### config.mk
export PLATFORM = sky130hd
export DESIGN_NAME = biquad_iir_filter_core
export DESIGN_NICKNAME = d
export VERILOG_FILES = /design/src/rtl/bqf_pkg.sv /design/src/rtl/bqf_serial_mult.sv /design/src/rtl/biquad_iir_filter_core.sv
export VERILOG_INCLUDE_DIRS = /design/src /design/src/rtl
export SDC_FILE = /design/constraint.sdc
export NUM_CORES = 1
export LEC_CHECK = 0
export BUFFER_PORTS_ARGS = -buffer_cell sky130_fd_sc_hd__buf_4
export CORE_UTILIZATION = 40
export CTS_BUF_LIST = sky130_fd_sc_hd__clkbuf_2 sky130_fd_sc_hd__clkbuf_4 sky130_fd_sc_hd__clkbuf_8
export CTS_CLUSTER_DIAMETER = 100
export DETAILED_ROUTE_END_ITERATION = 10
export PLACE_DENSITY = 0.58
export SLEW_MARGIN = 20
export SYNTH_ARGS = -nofsm -noshare
export SYNTH_HDL_FRONTEND = slang
export SYNTH_SLANG_ARGS = --single-unit
### constraint.sdc
create_clock -name clk_i -period 6.85 [get_ports clk_i]
set_clock_uncertainty 0.2 [all_clocks]
set_input_delay 1.7125 -clock clk_i [delete_from_list [all_inputs] [get_ports clk_i]]
set_output_delay 1.7125 -clock clk_i [all_outputs]
set_load 0.05 [all_outputs]
### src/rtl/biquad_iir_filter_core_defines.svh
`ifndef BIQUAD_IIR_FILTER_CORE_DEFINES_SVH
`define BIQUAD_IIR_FILTER_CORE_DEFINES_SVH

// Same-cycle implication, checked outside reset.
`define BQF_ASSERT_IMPL(name, clk, rst_n, ante, cons) \
  name: assert property (@(posedge clk) disable iff (!rst_n) (ante) |-> (cons)) \
    else $error("%m: assertion failed");

// Next-cycle implication, checked outside reset.
`define BQF_ASSERT_NEXT(name, clk, rst_n, ante, cons) \
  name: assert property (@(posedge clk) disable iff (!rst_n) (ante) |=> (cons)) \
    else $error("%m: assertion failed");

`endif

### src/rtl/bqf_pkg.sv
`timescale 1ns / 1ps

package bqf_pkg;

  localparam int COEF_WIDTH    = 16;
  localparam int COEF_FRAC     = 14;
  localparam int CFG_IDX_WIDTH = 3;

  typedef enum logic [CFG_IDX_WIDTH-1:0] {
    REG_B0 = 3'd0,
    REG_B1 = 3'd1,
    REG_B2 = 3'd2,
    REG_A1 = 3'd3,
    REG_A2 = 3'd4
  } cfg_reg_e;

  localparam logic signed [COEF_WIDTH-1:0] B0_RESET = 16'sd14991;
  localparam logic signed [COEF_WIDTH-1:0] B1_RESET = -16'sd29982;
  localparam logic signed [COEF_WIDTH-1:0] B2_RESET = 16'sd14991;
  localparam logic signed [COEF_WIDTH-1:0] A1_RESET = -16'sd29863;
  localparam logic signed [COEF_WIDTH-1:0] A2_RESET = 16'sd13716;

endpackage

### src/rtl/bqf_serial_mult.sv
`timescale 1ns / 1ps
`include "biquad_iir_filter_core_defines.svh"

module bqf_serial_mult
  import bqf_pkg::*;
#(
  parameter int DATA_WIDTH = 24
) (
  input  logic                                       clk_i,
  input  logic                                       rst_ni,
  input  logic                                       start_i,
  input  logic signed [COEF_WIDTH-1:0]               coef_i,
  input  logic signed [DATA_WIDTH-1:0]               data_i,
  output logic                                       done_o,
  output logic signed [DATA_WIDTH+COEF_WIDTH-COEF_FRAC-1:0] term_o
);

  localparam int PW = DATA_WIDTH + COEF_WIDTH;
  localparam int CW = $clog2(COEF_WIDTH);
  localparam logic [CW-1:0] LAST_BIT = CW'(COEF_WIDTH - 1);
  localparam logic signed [PW-1:0] RND_HALF = PW'(1) << (COEF_FRAC - 1);

  logic                  busy_q, busy_d;
  logic                  done_q, done_d;
  logic [CW-1:0]         cnt_q, cnt_d;
  logic [COEF_WIDTH-1:0] coef_q, coef_d;
  logic signed [PW-1:0]  mcand_q, mcand_d;
  logic signed [PW-1:0]  acc_q, acc_d;
  logic signed [PW-1:0]  addend;
  logic signed [PW-1:0]  rnd_sum;

  always_comb begin
    busy_d  = busy_q;
    done_d  = 1'b0;
    cnt_d   = cnt_q;
    coef_d  = coef_q;
    mcand_d = mcand_q;
    acc_d   = acc_q;
    addend  = coef_q[0] ? mcand_q : '0;
    if (start_i) begin
      busy_d  = 1'b1;
      cnt_d   = '0;
      coef_d  = coef_i;
      mcand_d = {{COEF_WIDTH{data_i[DATA_WIDTH-1]}}, data_i};
      acc_d   = '0;
    end else if (busy_q) begin
      // sign bit of the coefficient carries negative weight
      acc_d   = (cnt_q == LAST_BIT) ? acc_q - addend : acc_q + addend;
      mcand_d = mcand_q <<< 1;
      coef_d  = coef_q >> 1;
      cnt_d   = cnt_q + CW'(1);
      if (cnt_q == LAST_BIT) begin
        busy_d = 1'b0;
        done_d = 1'b1;
      end
    end
  end

  always_ff @(posedge clk_i or negedge rst_ni) begin
    if (!rst_ni) begin
      busy_q <= 1'b0;
      done_q <= 1'b0;
      cnt_q  <= '0;
    end else begin
      busy_q <= busy_d;
      done_q <= done_d;
      cnt_q  <= cnt_d;
    end
  end

  always_ff @(posedge clk_i) begin
    coef_q  <= coef_d;
    mcand_q <= mcand_d;
    acc_q   <= acc_d;
  end

  // round half up, then floor by the fraction bits
  assign rnd_sum = acc_q + RND_HALF;
  assign term_o  = rnd_sum[PW-1:COEF_FRAC];
  assign done_o  = done_q;

  `BQF_ASSERT_IMPL(a_start_when_free, clk_i, rst_ni, start_i, !busy_q)
  `BQF_ASSERT_NEXT(a_last_bit_done, clk_i, rst_ni, busy_q && cnt_q == LAST_BIT && !start_i, done_o && !busy_q)

endmodule

### src/rtl/biquad_iir_filter_core.sv
`timescale 1ns / 1ps
`include "biquad_iir_filter_core_defines.svh"
// Channel | Direction | Handshake                | Payload
// input   | in        | in_valid_i / in_stall_o   | sample_in_i
// output  | out       | out_valid_o / out_stall_i | sample_out_o, clipped_o
// config  | in        | cfg_we_i                  | cfg_idx_i, cfg_data_i
//
// The core takes no new sample until the last one has been written to the output
// register: five products in series through one bit-serial multiplier, each over
// the 16 coefficient bits with a handoff between, and the node clamping state.
// Reset clears the delays, the control and loads the default coefficients.
// A waiting result does not block the next input beat; a finished sample holds
// in the core until the output register is free.

module biquad_iir_filter_core
  import bqf_pkg::*;
#(
  parameter int SAMPLE_WIDTH = 16,
  parameter int STATE_WIDTH  = 24
) (
  input  logic                           clk_i,
  input  logic                           rst_ni,
  input  logic                           in_valid_i,
  output logic                           in_stall_o,
  input  logic signed [SAMPLE_WIDTH-1:0] sample_in_i,
  output logic                           out_valid_o,
  input  logic                           out_stall_i,
  output logic signed [SAMPLE_WIDTH-1:0] sample_out_o,
  output logic                           clipped_o,
  input  logic                           cfg_we_i,
  input  logic [CFG_IDX_WIDTH-1:0]       cfg_idx_i,
  input  logic [COEF_WIDTH-1:0]          cfg_data_i
);

  localparam int TW   = STATE_WIDTH + COEF_WIDTH - COEF_FRAC;
  localparam int SUMW = ((SAMPLE_WIDTH > STATE_WIDTH) ? SAMPLE_WIDTH : STATE_WIDTH) + 4;
  localparam logic signed [SUMW-1:0] NODE_HI =
    {{(SUMW-STATE_WIDTH+1){1'b0}}, {(STATE_WIDTH-1){1'b1}}};
  localparam logic signed [SUMW-1:0] NODE_LO = ~NODE_HI;
  localparam logic signed [SUMW-1:0] OUT_HI =
    {{(SUMW-SAMPLE_WIDTH+1){1'b0}}, {(SAMPLE_WIDTH-1){1'b1}}};
  localparam logic signed [SUMW-1:0] OUT_LO = ~OUT_HI;

  typedef enum logic [1:0] {
    ST_IDLE,
    ST_MUL,
    ST_NODE,
    ST_DONE
  } state_e;

  typedef enum logic [2:0] {
    STEP_A1,
    STEP_A2,
    STEP_B0,
    STEP_B1,
    STEP_B2
  } step_e;

  state_e state_q;
  step_e  step_q;

  logic signed [COEF_WIDTH-1:0]   b0_q, b1_q, b2_q, a1_q, a2_q;
  logic signed [STATE_WIDTH-1:0]  d1_q, d2_q, node_q;
  logic signed [SAMPLE_WIDTH-1:0] x_q, sample_out_q;
  logic signed [SUMW-1:0]         acc_q;
  logic                           hit_q, clipped_q, out_valid_q, mul_start_q;

  logic signed [COEF_WIDTH-1:0]   mul_coef;
  logic signed [STATE_WIDTH-1:0]  mul_data;
  logic                           mul_done;
  logic signed [TW-1:0]           mul_term;
  logic signed [SUMW-1:0]         term_ext, x_ext;
  logic signed [STATE_WIDTH-1:0]  node_sat;
  logic                           node_clip;
  logic signed [SAMPLE_WIDTH-1:0] y_sat;
  logic                           y_clip;
  logic                           out_free;

  always_ff @(posedge clk_i or negedge rst_ni) begin
    if (!rst_ni) begin
      b0_q <= B0_RESET;
      b1_q <= B1_RESET;
      b2_q <= B2_RESET;
      a1_q <= A1_RESET;
      a2_q <= A2_RESET;
    end else if (cfg_we_i) begin
      unique case (cfg_idx_i)
        REG_B0:  b0_q <= cfg_data_i;
        REG_B1:  b1_q <= cfg_data_i;
        REG_B2:  b2_q <= cfg_data_i;
        REG_A1:  a1_q <= cfg_data_i;
        REG_A2:  a2_q <= cfg_data_i;
        default: ;
      endcase
    end
  end

  always_comb begin
    unique case (step_q)
      STEP_A1: begin mul_coef = a1_q; mul_data = d1_q;   end
      STEP_A2: begin mul_coef = a2_q; mul_data = d2_q;   end
      STEP_B0: begin mul_coef = b0_q; mul_data = node_q; end
      STEP_B1: begin mul_coef = b1_q; mul_data = d1_q;   end
      STEP_B2: begin mul_coef = b2_q; mul_data = d2_q;   end
      default: begin mul_coef = '0;   mul_data = '0;     end
    endcase
  end

  bqf_serial_mult #(
    .DATA_WIDTH (STATE_WIDTH)
  ) u_mult (
    .clk_i   (clk_i),
    .rst_ni  (rst_ni),
    .start_i (mul_start_q),
    .coef_i  (mul_coef),
    .data_i  (mul_data),
    .done_o  (mul_done),
    .term_o  (mul_term)
  );

  assign term_ext = {{(SUMW-TW){mul_term[TW-1]}}, mul_term};
  assign x_ext    = {{(SUMW-SAMPLE_WIDTH){x_q[SAMPLE_WIDTH-1]}}, x_q};

  always_comb begin
    node_clip = 1'b1;
    if (acc_q > NODE_HI) begin
      node_sat = NODE_HI[STATE_WIDTH-1:0];
    end else if (acc_q < NODE_LO) begin
      node_sat = NODE_LO[STATE_WIDTH-1:0];
    end else begin
      node_sat  = acc_q[STATE_WIDTH-1:0];
      node_clip = 1'b0;
    end
    y_clip = 1'b1;
    if (acc_q > OUT_HI) begin
      y_sat = OUT_HI[SAMPLE_WIDTH-1:0];
    end else if (acc_q < OUT_LO) begin
      y_sat = OUT_LO[SAMPLE_WIDTH-1:0];
    end else begin
      y_sat  = acc_q[SAMPLE_WIDTH-1:0];
      y_clip = 1'b0;
    end
  end

  assign out_free   = !out_valid_q || !out_stall_i;
  assign in_stall_o = (state_q != ST_IDLE);

  always_ff @(posedge clk_i or negedge rst_ni) begin
    if (!rst_ni) begin
      state_q      <= ST_IDLE;
      step_q       <= STEP_A1;
      mul_start_q  <= 1'b0;
      out_valid_q  <= 1'b0;
      hit_q        <= 1'b0;
      d1_q         <= '0;
      d2_q         <= '0;
      x_q          <= '0;
      acc_q        <= '0;
      node_q       <= '0;
      sample_out_q <= '0;
      clipped_q    <= 1'b0;
    end else begin
      mul_start_q <= 1'b0;
      if (out_valid_q && !out_stall_i) begin
        out_valid_q <= 1'b0;
      end
      unique case (state_q)
        ST_IDLE: begin
          if (in_valid_i) begin
            x_q         <= sample_in_i;
            hit_q       <= 1'b0;
            step_q      <= STEP_A1;
            mul_start_q <= 1'b1;
            state_q     <= ST_MUL;
          end
        end
        ST_MUL: begin
          if (mul_done) begin
            unique case (step_q)
              STEP_A1: begin
                acc_q       <= x_ext - term_ext;
                step_q      <= STEP_A2;
                mul_start_q <= 1'b1;
              end
              STEP_A2: begin
                acc_q   <= acc_q - term_ext;
                state_q <= ST_NODE;
              end
              STEP_B0: begin
                acc_q       <= term_ext;
                step_q      <= STEP_B1;
                mul_start_q <= 1'b1;
              end
              STEP_B1: begin
                acc_q       <= acc_q + term_ext;
                step_q      <= STEP_B2;
                mul_start_q <= 1'b1;
              end
              STEP_B2: begin
                acc_q   <= acc_q + term_ext;
                state_q <= ST_DONE;
              end
              default: state_q <= ST_IDLE;
            endcase
          end
        end
        ST_NODE: begin
          node_q      <= node_sat;
          hit_q       <= node_clip;
          step_q      <= STEP_B0;
          mul_start_q <= 1'b1;
          state_q     <= ST_MUL;
        end
        ST_DONE: begin
          if (out_free) begin
            sample_out_q <= y_sat;
            clipped_q    <= hit_q | y_clip;
            out_valid_q  <= 1'b1;
            d2_q         <= d1_q;
            d1_q         <= node_q;
            state_q      <= ST_IDLE;
          end
        end
        default: state_q <= ST_IDLE;
      endcase
    end
  end

  assign out_valid_o  = out_valid_q;
  assign sample_out_o = sample_out_q;
  assign clipped_o    = clipped_q;

  `BQF_ASSERT_IMPL(a_done_in_mul, clk_i, rst_ni, mul_done, state_q == ST_MUL)
  `BQF_ASSERT_IMPL(a_out_from_done, clk_i, rst_ni, $rose(out_valid_q), $past(state_q == ST_DONE))
  `BQF_ASSERT_NEXT(a_beat_starts_mul, clk_i, rst_ni, in_valid_i && !in_stall_o, mul_start_q && step_q == STEP_A1)

endmodule
==> impl_metrics.tcl <==
set metrics [dict create \
    status "complete, no violations" \
    cts_buffers 60 \
    synth.area.top_cells "dfrtp_1 (22%), edfxtp_1 (7.9%), mux2_2 (7.9%)" \
    synth_simple_gate_area_frac 0.126 \
    io_pins 59 \
    critPathLaunch "u_mult.mcand_q[8]" \
    insertion_delay_ns 0.70 \
    r2r_end "u_mult.acc_q[36]" \
    cp-end-kind "register" \
    ant_nets 0 \
    drc 0 \
    reg2reg_depth 20 \
    cts_max_level 2 \
    synth_fa_ha_area_frac 0.0631 \
    critPathTopFamily "simple AND/OR/NAND/NOR gates" \
    num_antenna_cells 0 \
    synth_top_cell_by_area "dfrtp_1" \
    arrival_ns 6.10 \
    period_minus_slack_ns 5.76 \
    period_share 0.840 \
    area_delta_synth_final_pct 11.7 \
    cp_cell_sequence "or4_1, or4_4, a21boi_0, buf_4, nand2_1, nand2_1, nand2b_1, o311ai_0, ha_1, o21ai_0, o21ai_0, a21oi_1, o31ai_1, and3_1, o211a_1, a211o_1, nand3_1, nand2b_1, a21oi_1, mux2_2" \
    yosys_register_bits 323 \
    slew_viol_final 0 \
    grt_pass1_wl_um 92200 \
    cts_tree "built" \
    setup_violations 0 \
    wl_per_cell_um 19.1 \
    cp.depth 20 \
    root_buffer "clkbuf_8" \
    syn-num-nets 2426 \
    synth-compound-area-share 0.203 \
    ys_seq_area_frac 0.388 \
    crit_fanout 14 \
    placed_cell_area_mm2 0.0222 \
    dp_hpwl_um 40900 \
    hold_viol 0 \
    finalNetCount 2446 \
    critPathCapture "u_mult.acc_q[36]" \
    rows 83 \
    die_h_um 232 \
    die_x_um 232 \
    drtIter0Drc 1169 \
    ctsLongestPathBuffers 3 \
    initial_core_util 0.409 \
    grt_usage 0.215 \
    cp-start-kind "register" \
    postCtsResizedCells 0 \
    maxCapViolCount 0 \
    clock-sinks 323 \
    drive_gt1_frac 0.179 \
    r2r_setup_slack_ns 1.09 \
    synth_top_family_by_area "compound AO/OA/AOI/OAI gates" \
    rsz0062_at_grt "false" \
    syn-mean-instance-area_um2 9.28 \
    critPathBufInv 1 \
    synth_cell_types 80 \
    cts_setup_buffers 0 \
    grt_pass1_vias 17000 \
    dpl.cell_count 2919 \
    via_per_inst 5.69 \
    slew_headroom 0.294 \
    ys_async_sr_fraction 0.703 \
    num_vias 17300 \
    cts.clk_slew.worst_paths_ns 0.06 \
    hold_class "register to register" \
    drt_wl_total_um 57800 \
    io_buffer_count 58 \
    cp_slowest_cell "or4_1" \
    stdcell_area_mm2 0.0237 \
    slowest_delay_ns 0.58 \
    required_ns 7.20 \
    worst_pin_slew_ns 1.05 \
    routabilityCongestion 0.914 \
    antenna_found_initial 2 \
    yosysWarnings 0 \
    synthFlopType "dfrtp_1" \
    die_area_mm2 0.0539 \
    firstDrtPassIters 6 \
    grt-ovfl-total 0 \
    path_class "register to register" \
    synth_xor_area_frac 0.0649 \
    reg2reg_from "u_mult.mcand_q[8]" \
    fmax_mhz 174 \
    muxShareOfSynthArea 0.112 \
    synth_edf_count 56 \
    final_cells 3033 \
    synth_top_area_frac 0.221 \
    tns_ns 0 \
    holdBufCountCts 0 \
    netlist_instances 2281 \
    coreArea_mm2 0.0518 \
    netlist_area_mm2 0.0212 \
    grt_max_degree 119 \
]
cells by family (layout without fill, tap and decap cells):
group | count (synthesis) | in the layout
adders and majority gates | 105 | 105
and+or+nand+nor | 577 | 577
buffers and inverters | 237 | 309
muxes | 217 | 217
DFF | 323 | 323
AOI/OAI and AO/OA | 665 | 665
xor gates and xnor gates | 157 | 157
worst min path at each step:
stage                          start  cells past startpoint                to  slack [ns]
CTS                  u_mult.acc_q[0]                      2   u_mult.acc_q[0]        0.30
finish               u_mult.acc_q[0]                      2   u_mult.acc_q[0]        0.30
global route        u_mult.acc_q[11]                      2  u_mult.acc_q[11]        0.32
global placement     u_mult.acc_q[2]                      2   u_mult.acc_q[2]        0.28
detailed placement   u_mult.acc_q[9]                      2   u_mult.acc_q[9]        0.29
floorplan            u_mult.acc_q[9]                      2   u_mult.acc_q[9]        0.27
sequential cells by signal, indices dropped and copies added, names as in the netlist, 3 cells and up:
| name | cells |
|---|---|
| u_mult.acc_q | 40 |
| d2_q | 24 |
| b0_q | 16 |
| x_q | 16 |
| acc_q | 28 |
| d1_q | 24 |
| u_mult.cnt_q | 4 |
| u_mult.mcand_q | 40 |
| u_mult.coef_q | 16 |
| b2_q | 16 |
| b1_q | 16 |
| sample_out_o | 16 |
| a2_q | 16 |
| node_q | 24 |
| a1_q | 16 |
| step_q | 3 |
worst register-to-register path: stages (launching register included):
cell and delay, ns:
edfxtp_1 0.45, or4_1 0.58, or4_4 0.47, a21boi_0 0.19
buf_4 0.18, nand2_1 0.08, nand2_1 0.11, nand2b_1 0.38
o311ai_0 0.26, ha_1 0.34, o21ai_0 0.12, o21ai_0 0.12
a21oi_1 0.32, o31ai_1 0.21, and3_1 0.23, o211a_1 0.26
a211o_1 0.35, nand3_1 0.12, nand2b_1 0.09, a21oi_1 0.19
mux2_2 0.35
routing by layer:
metal,global-route usage,part of all wire,vias to the layer above,wire length [µm]
met5,0,0.00028,-,16
met4,0.0711,0.026,2,1480
met3,0.0415,0.054,102,3150
met2,0.344,0.46,381,26800
met1,0.291,0.46,8437,26400
li1,-,-,8340,-
cells in the mapped netlist (all sizes together), types with 15 or more instances:
master / count
a21o: 68
mux2i: 67
xnor2: 92
dfxtp: 40
and3: 20
clkbuf: 110
edfxtp: 56
nor3: 21
nand4: 23
ha: 102
xor2: 65
dfrtp: 187
o21a: 15
o21ai: 127
nor2b: 40
nand3: 49
a221oi: 17
buf: 16
nand2: 188
dfstp: 40
o211ai: 31
nand2b: 15
a31oi: 22
nor2: 170
inv: 111
o22ai: 54
a21oi: 172
mux2: 149
a211oi: 63
placed cells by master (no fill, tap or decap), types with 63 or more instances in the layout:
cell type	Yosys	layout
a211oi_1	63	63
a21o_1	68	68
a21oi_1	172	172
buf_4	0	82
clkbuf_8	0	81
dfrtp_1	187	183
ha_1	102	102
inv_1	111	110
mux2_2	149	149
mux2i_1	67	67
nand2_1	188	187
nor2_1	170	170
o21ai_0	127	127
xnor2_1	92	92
xor2_1	65	65
cell type report:
class	count	area, µm²
repair buffers	84	651
well taps	680	851
inverters	111	417
fillers	4936	28200
clock buffers	96	1230
multi-input cells	1721	12100
flip-flops and latches	323	8220
clock inverters	18	183
metrics by stage:
step | hold WS, ns | util | setup WS (ns)
6_report | 0.302 | 0.457 | 1.09
5_1_grt | 0.316 | 0.457 | 0.823
4_1_cts | 0.304 | 0.456 | 1.17
3_5_place_dp | 0.294 | 0.429 | 1.23
3_3_place_gp | 0.280 | 0.429 | 1.36
2_1_floorplan | 0.265 | - | 1.60
Power is left out: the tool's default activity adds up to more than one toggle a clock period on the data nets, which glitch-free logic cannot reach.
